[src/design/bpc_pkg.sv]
// Package for the barometric pressure compensation block.
// Types, opcodes and constants; no dependencies.
`timescale 1ns / 1ps
package bpc_pkg;
   localparam logic OP_TEMP  = 1'b0;
   localparam logic OP_PRESS = 1'b1;

   localparam logic [1:0] REG_CAL_A = 2'd0;
   localparam logic [1:0] REG_CAL_B = 2'd1;
   localparam logic [1:0] REG_CAL_C = 2'd2;
   localparam logic [1:0] REG_OSS   = 2'd3;

   localparam logic [31:0] B6_OFFSET = 32'd4000;
   localparam logic [31:0] B4_BIAS   = 32'd32768;
   localparam logic [31:0] B7_SCALE  = 32'd50000;
   localparam logic [31:0] P_K1      = 32'd3038;
   localparam logic [31:0] P_K2      = 32'd7357;
   localparam logic [31:0] P_K3      = 32'd3791;

   typedef struct packed {
      logic        start;
      logic        is_unsigned;
      logic [31:0] dividend;
      logic [31:0] divisor;
   } div_req_type;

   typedef struct packed {
      logic        done;
      logic [31:0] quotient;
   } div_rsp_type;
endpackage

[src/design/bpc_if.sv]
// Valid/ready channel interfaces for the compensation block.
// Depends on nothing.
`timescale 1ns / 1ps
interface bpc_req_if;
   logic        valid;
   logic        ready;
   logic        opcode;
   logic [23:0] raw_reading;
   modport source (output valid, opcode, raw_reading, input ready);
   modport sink   (input valid, opcode, raw_reading, output ready);
endinterface

interface bpc_rsp_if;
   logic        valid;
   logic        ready;
   logic        result_kind;
   logic signed [31:0] result_value;
   logic        status;
   modport source (output valid, result_kind, result_value, status, input ready);
   modport sink   (input valid, result_kind, result_value, status, output ready);
endinterface

interface bpc_csr_if;
   logic        valid;
   logic        ready;
   logic [1:0]  index;
   logic [63:0] data;
   modport source (output valid, index, data, input ready);
   modport sink   (input valid, index, data, output ready);
endinterface

[src/design/bpc_div.sv]
// Restoring divider, one quotient bit per cycle, signed or unsigned 32-bit.
// Uses bpc_pkg request/response structs.
`timescale 1ns / 1ps
module bpc_div (
   input  logic               clock,
   input  logic               reset,
   input  bpc_pkg::div_req_type req,
   output bpc_pkg::div_rsp_type rsp
);
   logic        busy_ff, busy_in;
   logic [5:0]  cnt_ff, cnt_in;
   logic [31:0] rem_ff, rem_in, quo_ff, quo_in, dvs_ff, dvs_in;
   logic        neg_ff, neg_in, done_ff, done_in;
   logic [32:0] trial;
   logic [31:0] a_mag, b_mag;

   always_comb begin
      a_mag = (!req.is_unsigned && req.dividend[31]) ? 32'(-req.dividend) : req.dividend;
      b_mag = (!req.is_unsigned && req.divisor[31]) ? 32'(-req.divisor) : req.divisor;
      trial = {rem_ff, quo_ff[31]} - {1'b0, dvs_ff};
      busy_in = busy_ff;
      cnt_in = cnt_ff;
      rem_in = rem_ff;
      quo_in = quo_ff;
      dvs_in = dvs_ff;
      neg_in = neg_ff;
      done_in = 1'b0;
      if (req.start) begin
         busy_in = 1'b1;
         cnt_in = 6'd0;
         rem_in = '0;
         quo_in = a_mag;
         dvs_in = b_mag;
         neg_in = !req.is_unsigned && (req.dividend[31] ^ req.divisor[31]);
      end else if (busy_ff) begin
         if (!trial[32]) begin
            rem_in = trial[31:0];
            quo_in = {quo_ff[30:0], 1'b1};
         end else begin
            rem_in = {rem_ff[30:0], quo_ff[31]};
            quo_in = {quo_ff[30:0], 1'b0};
         end
         cnt_in = cnt_ff + 6'd1;
         if (cnt_ff == 6'd31) begin
            busy_in = 1'b0;
            done_in = 1'b1;
         end
      end
   end

   always_ff @(posedge clock) begin
      if (reset) begin
         busy_ff <= 1'b0;
         done_ff <= 1'b0;
         cnt_ff <= '0;
      end else begin
         busy_ff <= busy_in;
         done_ff <= done_in;
         cnt_ff <= cnt_in;
      end
      rem_ff <= rem_in;
      quo_ff <= quo_in;
      dvs_ff <= dvs_in;
      neg_ff <= neg_in;
   end

   assign rsp.done = done_ff;
   assign rsp.quotient = neg_ff ? 32'(-quo_ff) : quo_ff;
endmodule

[src/design/barometric_pressure_compensation.sv]
// Top level: barometric pressure compensation with a shared multiplier and divider.
// Depends on bpc_pkg, bpc_if and bpc_div.
//
// Usage:
//  csr channel writes calibration words (index 0..2) and oversampling (3);
//  write only while idle. csr_ready is always high.
//  req channel takes one transaction: opcode 0 temperature, 1 pressure.
//  rsp channel returns exactly one transaction per request, in order.
//  Both paths use the bit-serial divider, with one multiply step
//  per cycle on the shared 32x32 multiplier. A zero divisor skips the
//  divider. One request is in flight at a time; req_ready is low from
//  acceptance until the response is taken.
//  A stalled receiver holds the response steady in the output register.
//  Synchronous reset clears the sequencer, the calibration registers, rsp_valid and stored b5.
//  Temperature with zero divisor reports status 1 and keeps old b5.
`timescale 1ns / 1ps
module barometric_pressure_compensation (
   input logic       clock,
   input logic       reset,
   bpc_req_if.sink   req,
   bpc_rsp_if.source rsp,
   bpc_csr_if.sink   csr
);
   typedef enum logic [4:0] {
      S_IDLE, S_T1, S_T2, S_TDIV, S_TWAIT, S_TEND,
      S_P1, S_P2, S_P3, S_P4, S_P5, S_P6, S_P7, S_P8, S_PDIV, S_PWAIT,
      S_P9, S_P10, S_P11, S_P12, S_OUT
   } state_type;

   state_type   state_ff;
   logic [63:0] cal_a_ff, cal_b_ff;
   logic [47:0] cal_c_ff;
   logic [1:0]  oss_ff;
   logic [31:0] b5_ff;
   logic        kind_ff;
   logic [23:0] raw_ff;
   logic [31:0] r0_ff, r1_ff, r2_ff, r3_ff, b3_ff, b4_ff, b7_ff;
   logic [31:0] val_ff;
   logic        stat_ff, rv_ff;
   logic [31:0] ma, mb, prod;
   bpc_pkg::div_req_type dreq;
   bpc_pkg::div_rsp_type drsp;

   logic [31:0] ac1, ac2, ac3, ac4, ac5, ac6, b1, b2, mc, md;
   assign ac1 = 32'(signed'(cal_a_ff[15:0]));
   assign ac2 = 32'(signed'(cal_a_ff[31:16]));
   assign ac3 = 32'(signed'(cal_a_ff[47:32]));
   assign ac4 = {16'd0, cal_a_ff[63:48]};
   assign ac5 = {16'd0, cal_b_ff[15:0]};
   assign ac6 = {16'd0, cal_b_ff[31:16]};
   assign b1  = 32'(signed'(cal_b_ff[47:32]));
   assign b2  = 32'(signed'(cal_b_ff[63:48]));
   assign mc  = 32'(signed'(cal_c_ff[31:16]));
   assign md  = 32'(signed'(cal_c_ff[47:32]));

   function automatic logic [31:0] asr(input logic [31:0] v, input logic [4:0] s);
      asr = 32'($signed(v) >>> s);
   endfunction

   assign prod = ma * mb;
   assign csr.ready = 1'b1;
   assign req.ready = (state_ff == S_IDLE) && !rv_ff;
   assign rsp.valid = rv_ff;
   assign rsp.result_kind = kind_ff;
   assign rsp.result_value = val_ff;
   assign rsp.status = stat_ff;

   bpc_div u_div (.clock(clock), .reset(reset), .req(dreq), .rsp(drsp));

   always_comb begin
      ma = r0_ff;
      mb = r1_ff;
      dreq = '0;
      case (state_ff)
         S_T1:  begin ma = 32'(raw_ff[15:0]) - ac6; mb = ac5; end
         S_P1:  begin ma = r0_ff; mb = r0_ff; end
         S_P2:  begin ma = b2;  mb = r1_ff; end
         S_P3:  begin ma = ac2; mb = r0_ff; end
         S_P4:  begin ma = ac3; mb = r0_ff; end
         S_P5:  begin ma = b1;  mb = r1_ff; end
         S_P6:  begin ma = ac4; mb = r2_ff + bpc_pkg::B4_BIAS; end
         S_P7:  begin ma = 32'(raw_ff >> (4'd8 - {2'b0, oss_ff})) - b3_ff;
                      mb = bpc_pkg::B7_SCALE >> oss_ff; end
         S_P9:  begin ma = r1_ff; mb = r1_ff; end
         S_P10: begin ma = r1_ff; mb = bpc_pkg::P_K1; end
         S_P11: begin ma = bpc_pkg::P_K2; mb = r0_ff; end
         default: ;
      endcase
      if (state_ff == S_TDIV) begin
         dreq.start = 1'b1;
         dreq.is_unsigned = 1'b0;
         dreq.dividend = mc << 11;
         dreq.divisor = r1_ff;
      end else if (state_ff == S_PDIV) begin
         dreq.start = 1'b1;
         dreq.is_unsigned = 1'b1;
         dreq.dividend = b7_ff[31] ? b7_ff : (b7_ff << 1);
         dreq.divisor = b4_ff;
      end
   end

   always_ff @(posedge clock) begin
      if (reset) begin
         state_ff <= S_IDLE;
         cal_a_ff <= '0;
         cal_b_ff <= '0;
         cal_c_ff <= '0;
         oss_ff <= '0;
         b5_ff <= '0;
         rv_ff <= 1'b0;
      end else begin
         if (csr.valid) begin
            case (csr.index)
               bpc_pkg::REG_CAL_A: cal_a_ff <= csr.data;
               bpc_pkg::REG_CAL_B: cal_b_ff <= csr.data;
               bpc_pkg::REG_CAL_C: cal_c_ff <= csr.data[47:0];
               bpc_pkg::REG_OSS:   oss_ff <= csr.data[1:0];
               default: ;
            endcase
         end
         if (rv_ff && rsp.ready) rv_ff <= 1'b0;
         case (state_ff)
            S_IDLE: begin
               if (req.valid && req.ready) begin
                  kind_ff <= req.opcode;
                  raw_ff <= req.raw_reading;
                  r0_ff <= b5_ff - bpc_pkg::B6_OFFSET;
                  state_ff <= (req.opcode == bpc_pkg::OP_TEMP) ? S_T1 : S_P1;
               end
            end
            S_T1: begin
               r0_ff <= asr(prod, 5'd15);
               r1_ff <= asr(prod, 5'd15) + md;
               state_ff <= S_T2;
            end
            S_T2: begin
               if (r1_ff == '0) begin
                  val_ff <= '0;
                  stat_ff <= 1'b1;
                  state_ff <= S_OUT;
               end else begin
                  state_ff <= S_TDIV;
               end
            end
            S_TDIV: state_ff <= S_TWAIT;
            S_TWAIT: if (drsp.done) begin
               r2_ff <= r0_ff + drsp.quotient;
               state_ff <= S_TEND;
            end
            S_TEND: begin
               b5_ff <= r2_ff;
               val_ff <= asr(r2_ff + 32'd8, 5'd4);
               stat_ff <= 1'b0;
               state_ff <= S_OUT;
            end
            S_P1: begin r1_ff <= asr(prod, 5'd12); state_ff <= S_P2; end
            S_P2: begin r2_ff <= asr(prod, 5'd11); state_ff <= S_P3; end
            S_P3: begin
               r3_ff <= r2_ff + asr(prod, 5'd11);
               state_ff <= S_P4;
            end
            S_P4: begin
               b3_ff <= asr((((ac1 << 2) + r3_ff) << oss_ff) + 32'd2, 5'd2);
               r2_ff <= asr(prod, 5'd13);
               state_ff <= S_P5;
            end
            S_P5: begin
               r2_ff <= asr(r2_ff + asr(prod, 5'd16) + 32'd2, 5'd2);
               state_ff <= S_P6;
            end
            S_P6: begin b4_ff <= prod >> 15; state_ff <= S_P7; end
            S_P7: begin b7_ff <= prod; state_ff <= S_P8; end
            S_P8: begin
               if (b4_ff == '0) begin
                  val_ff <= '0;
                  stat_ff <= 1'b1;
                  state_ff <= S_OUT;
               end else begin
                  state_ff <= S_PDIV;
               end
            end
            S_PDIV: state_ff <= S_PWAIT;
            S_PWAIT: if (drsp.done) begin
               r0_ff <= b7_ff[31] ? (drsp.quotient << 1) : drsp.quotient;
               r1_ff <= asr(b7_ff[31] ? (drsp.quotient << 1) : drsp.quotient, 5'd8);
               state_ff <= S_P9;
            end
            S_P9:  begin r1_ff <= prod; state_ff <= S_P10; end
            S_P10: begin r2_ff <= asr(prod, 5'd16); state_ff <= S_P11; end
            S_P11: begin r3_ff <= asr(32'd0 - prod, 5'd16); state_ff <= S_P12; end
            S_P12: begin
               val_ff <= r0_ff + asr(r2_ff + r3_ff + bpc_pkg::P_K3, 5'd4);
               stat_ff <= 1'b0;
               state_ff <= S_OUT;
            end
            S_OUT: begin
               rv_ff <= 1'b1;
               state_ff <= S_IDLE;
            end
            default: state_ff <= S_IDLE;
         endcase
      end
   end
endmodule

[src/flat_wrapper.sv]
// flat-port wrapper written by rule: the top's interface ports become plain ports
module barometric_pressure_compensation_flat 
  (clock, reset, req_valid, req_opcode, req_raw_reading, req_ready, rsp_valid, rsp_result_kind, rsp_result_value, rsp_status, rsp_ready, csr_valid, csr_index, csr_data, csr_ready);
  bpc_req_if req_i ();
  bpc_rsp_if rsp_i ();
  bpc_csr_if csr_i ();
  input logic clock;
  input logic reset;
  input wire logic [$bits(req_i.valid)-1:0] req_valid;
  input wire logic [$bits(req_i.opcode)-1:0] req_opcode;
  input wire logic [$bits(req_i.raw_reading)-1:0] req_raw_reading;
  output wire logic [$bits(req_i.ready)-1:0] req_ready;
  output wire logic [$bits(rsp_i.valid)-1:0] rsp_valid;
  output wire logic [$bits(rsp_i.result_kind)-1:0] rsp_result_kind;
  output wire logic [$bits(rsp_i.result_value)-1:0] rsp_result_value;
  output wire logic [$bits(rsp_i.status)-1:0] rsp_status;
  input wire logic [$bits(rsp_i.ready)-1:0] rsp_ready;
  input wire logic [$bits(csr_i.valid)-1:0] csr_valid;
  input wire logic [$bits(csr_i.index)-1:0] csr_index;
  input wire logic [$bits(csr_i.data)-1:0] csr_data;
  output wire logic [$bits(csr_i.ready)-1:0] csr_ready;
  assign req_i.valid = req_valid;
  assign req_i.opcode = req_opcode;
  assign req_i.raw_reading = req_raw_reading;
  assign req_ready = req_i.ready;
  assign rsp_valid = rsp_i.valid;
  assign rsp_result_kind = rsp_i.result_kind;
  assign rsp_result_value = rsp_i.result_value;
  assign rsp_status = rsp_i.status;
  assign rsp_i.ready = rsp_ready;
  assign csr_i.valid = csr_valid;
  assign csr_i.index = csr_index;
  assign csr_i.data = csr_data;
  assign csr_ready = csr_i.ready;
  barometric_pressure_compensation u_core (.clock(clock), .reset(reset), .req(req_i), .rsp(rsp_i), .csr(csr_i));
endmodule
[config.mk]
export PLATFORM = sky130hd
export DESIGN_NAME = barometric_pressure_compensation_flat
export DESIGN_NICKNAME = d
export VERILOG_FILES = /design/src/design/bpc_pkg.sv /design/src/design/bpc_if.sv /design/src/design/bpc_div.sv /design/src/design/barometric_pressure_compensation.sv /design/src/flat_wrapper.sv
export SDC_FILE = /design/constraint.sdc
export NUM_CORES = 2
export LEC_CHECK = 0
export ABC_AREA = 1
export BUFFER_PORTS_ARGS = -buffer_cell sky130_fd_sc_hd__buf_2
export CORE_MARGIN = 3
export CORE_UTILIZATION = 59
export DETAILED_ROUTE_END_ITERATION = 10
export PLACE_DENSITY = 0.79
export SLEW_MARGIN = 0
export SYNTH_ARGS = -nofsm -noshare
export SYNTH_HDL_FRONTEND = slang
export SYNTH_SLANG_ARGS = --single-unit
[constraint.sdc]
create_clock -name clock -period 13.63 [get_ports clock]
set_clock_uncertainty 0.1 [all_clocks]
set_input_delay 1.363 -clock clock [delete_from_list [all_inputs] [get_ports clock]]
set_output_delay 1.363 -clock clock [all_outputs]
set_load 0.005 [all_outputs]
==> impl_metrics.toml <==
[global_route]
grt_max_degree = 90
grt_overflow = 0
gr-usage-all-layers = 0.468
grt_pass1_wl_um = 367000
grt_antenna_before_repair = 17
grt_pass1_vias = 57400

[worst_setup_path]
crit_path_end_kind = "flop"
path_max_fanout = 15
worstSetupEndpoint = "u_core.r2_ff[31]$_DFFE_PP_"
reg2reg_depth = 60
crit_path_start = "u_core.oss_ff[0]$_SDFFE_PP0P_"
slowest_delay_ps = 640
cp_data_arrival_time_ps = 13220
critPathSlowestCell = "fa_1"
required_ps = 13890
path_class = "flop to flop"
cp-start-kind = "flop"
r2r_end = "u_core.r2_ff[31]$_DFFE_PP_"
rr_startpoint = "u_core.oss_ff[0]$_SDFFE_PP0P_"
r2r_slack_ps = 680

[sta]
timing.fmax_mhz = 77.2
slew-limit-headroom = 0.186
period_needed_ps = 12950
setup_viol = 0
finalMaxSlewViolations = 0
period_share = 0.950
hold_violations = 0
tightest_slew_ps = 1220

[route]
drtPass1Iterations = 9
highest_layer = "met5"
wirelength_um = 252000
via_per_inst = 6.25
dr.first_iter.drc_count = 8417
wire_per_inst_um = 26.0
dr_wl_met3_um = 35200
final_antenna_net_count = 0
wl_met1_um = 92500
via_count = 60400
drc = 0
wl_met2_um = 105000

[synthesis]
async_flop_share = 0
synth_area_mm2 = 0.0599
synthCells = 8103
postSynthAreaPerCell_um2 = 7.39
synth.largest_area_cell = "edfxtp_1"
synthFlopType = "edfxtp_1"
synth_edf_count = 330
yosysUniqueCellTypes = 74
synth_top_cell_area_share = 0.166
synth_area_leaders = "edfxtp_1, fa_1, nand2_1"
postSynthRegisterBits = 570
synth_warnings = 0
seq_area_frac_synth = 0.246

[layout]
fin_nets = 9228
final_common_cell = "nand2_1"
drive_above_1_share = 0.0798
synthToLayoutAreaGrowth_pct = 9.26
instances_no_fill = 9672
final_cell_mix = "nand2_1, inv_1, nor2_1"
final_cell_area_mm2 = 0.0654
postLayoutCoreUtil = 0.651

[status]
status = "complete, no violations"

[floorplan]
start_util = 0.596
dieArea_mm2 = 0.105
die_h_um = 325
rows = 116
die-width_um = 325
ioPinCount = 133
core_area_mm2 = 0.100

[clock_tree]
cts.sinks = 570
cts_made_buffers = 69
clk_pin_slew_worst_paths_ps = 60
hold_buffers = 0
clock_latency_ps = 670
cts_tree = "built"
htreeDepth = 3
cts.path.max_buffers = 3
cts_root_buf = "clkbuf_16"

[placement]
portBuffers = 131
place_congestion = 1.11
place.detailed.instances = 9532
dp_hpwl_um = 201000
post_dp_cell_area_mm2 = 0.0627

[min_path]
hold_path_class = "flop to flop"

[flow_run]
drv_cap = 0
-- area by class of cell --
| class | instances | area (um^2) |
|---|---|---|
| tap | 1357 | 1700 |
| timing repair inverter | 1 | 5.00 |
| fill | 8731 | 35000 |
| clock inverter | 37 | 420 |
| clock buffer | 85 | 1910 |
| antenna | 11 | 27.5 |
| sequential | 570 | 14700 |
| timing repair buffer | 333 | 2240 |
| multi-input combinational | 5993 | 39600 |
| inverter | 1285 | 4840 |
-- state kept, by name, summed over array words and instances (netlist names), 30 cells and up --
signal and cells:
u_core.r1_ff 32, u_core.rsp.result_value 32, u_core.u_div.rem_ff 32, u_core.b3_ff 30, u_core.r0_ff 32, u_core.r3_ff 32, u_core.cal_c_ff 32, u_core.u_div.dvs_ff 32
u_core.b7_ff 32, u_core.r2_ff 32, u_core.b5_ff 32, u_core.cal_b_ff 64, u_core.cal_a_ff 64, u_core.u_div.quo_ff 32
-- routing by layer --
layer / vias up / track usage
met5: - / 0
met2: 4120 / 0.690
met3: 963 / 0.150
met4: 16 / 0.283
li1: 26800 / -
met1: 28500 / 0.600
-- Yosys cell counts, drive strengths merged (30+ instances only) --
cell type     n
a21oi       495
a31oi        36
buf          64
clkbuf      194
dfxtp       240
edfxtp      330
fa          426
ha          453
inv        1272
nand2      1609
nand3       451
nand4        82
nor2       1002
nor3         85
nor4         30
o211ai       83
o21ai       595
o21bai       30
o22ai        49
or2          52
xnor2        74
xor2        191
-- repair_timing --
item,4_1_cts,5_1_grt
gates resized for setup,0,86
buffers inserted,0,6
setup endpoints to repair,0,52
-- cells by family after synthesis --
logic type | share of synthesized area
xor+xnor | 0.0389
simple gates | 0.234
flops | 0.246
fa+ha+maj | 0.237
buf+inv | 0.0993
mux | 0.00117
compound gates | 0.144
other cells | 0.000125
-- stage by stage --
stage,worst slack [ps],hold WS (ps),setup TNS (ps)
2_1_floorplan,24.6,325,0
3_3_place_gp,384,340,0
3_5_place_dp,174,350,0
4_1_cts,127,358,0
5_1_grt,-7.16,390,-14.7
6_report,676,358,0
-- worst min path at each step --
| stage | startpoint | endpoint | slack, ps | cells after the start |
|---|---|---|---|---|
| final | u_core.cal_b_ff[29]$_SDFFE_PP0P_ | u_core.cal_b_ff[29]$_SDFFE_PP0P_ | 360 | 2 |
| after global routing | u_core.cal_b_ff[20]$_SDFFE_PP0P_ | u_core.cal_b_ff[20]$_SDFFE_PP0P_ | 390 | 2 |
| after CTS | u_core.cal_a_ff[50]$_SDFFE_PP0P_ | u_core.cal_a_ff[50]$_SDFFE_PP0P_ | 360 | 2 |
| after detailed placement | u_core.cal_a_ff[29]$_SDFFE_PP0P_ | u_core.cal_a_ff[29]$_SDFFE_PP0P_ | 350 | 2 |
| after global placement | u_core.cal_a_ff[29]$_SDFFE_PP0P_ | u_core.cal_a_ff[29]$_SDFFE_PP0P_ | 340 | 2 |
| after floorplan | u_core.cal_b_ff[50]$_SDFFE_PP0P_ | u_core.cal_b_ff[50]$_SDFFE_PP0P_ | 320 | 2 |
-- critical path: cells and delay by family (launching register included) --
family                   cells  cell delay (ps)
XOR/XNOR                     1              210
AO/OA/AOI/OAI               10             1810
multiplexers                 1              130
AND/OR/NAND/NOR             23             2820
adder cells (fa/ha/maj)     13             6050
buffers and inverters       12             1140
flip-flops                   1              340
Power is left out: the tool's default activity adds up to more than one toggle a clock period on the data nets, which glitch-free logic cannot reach.
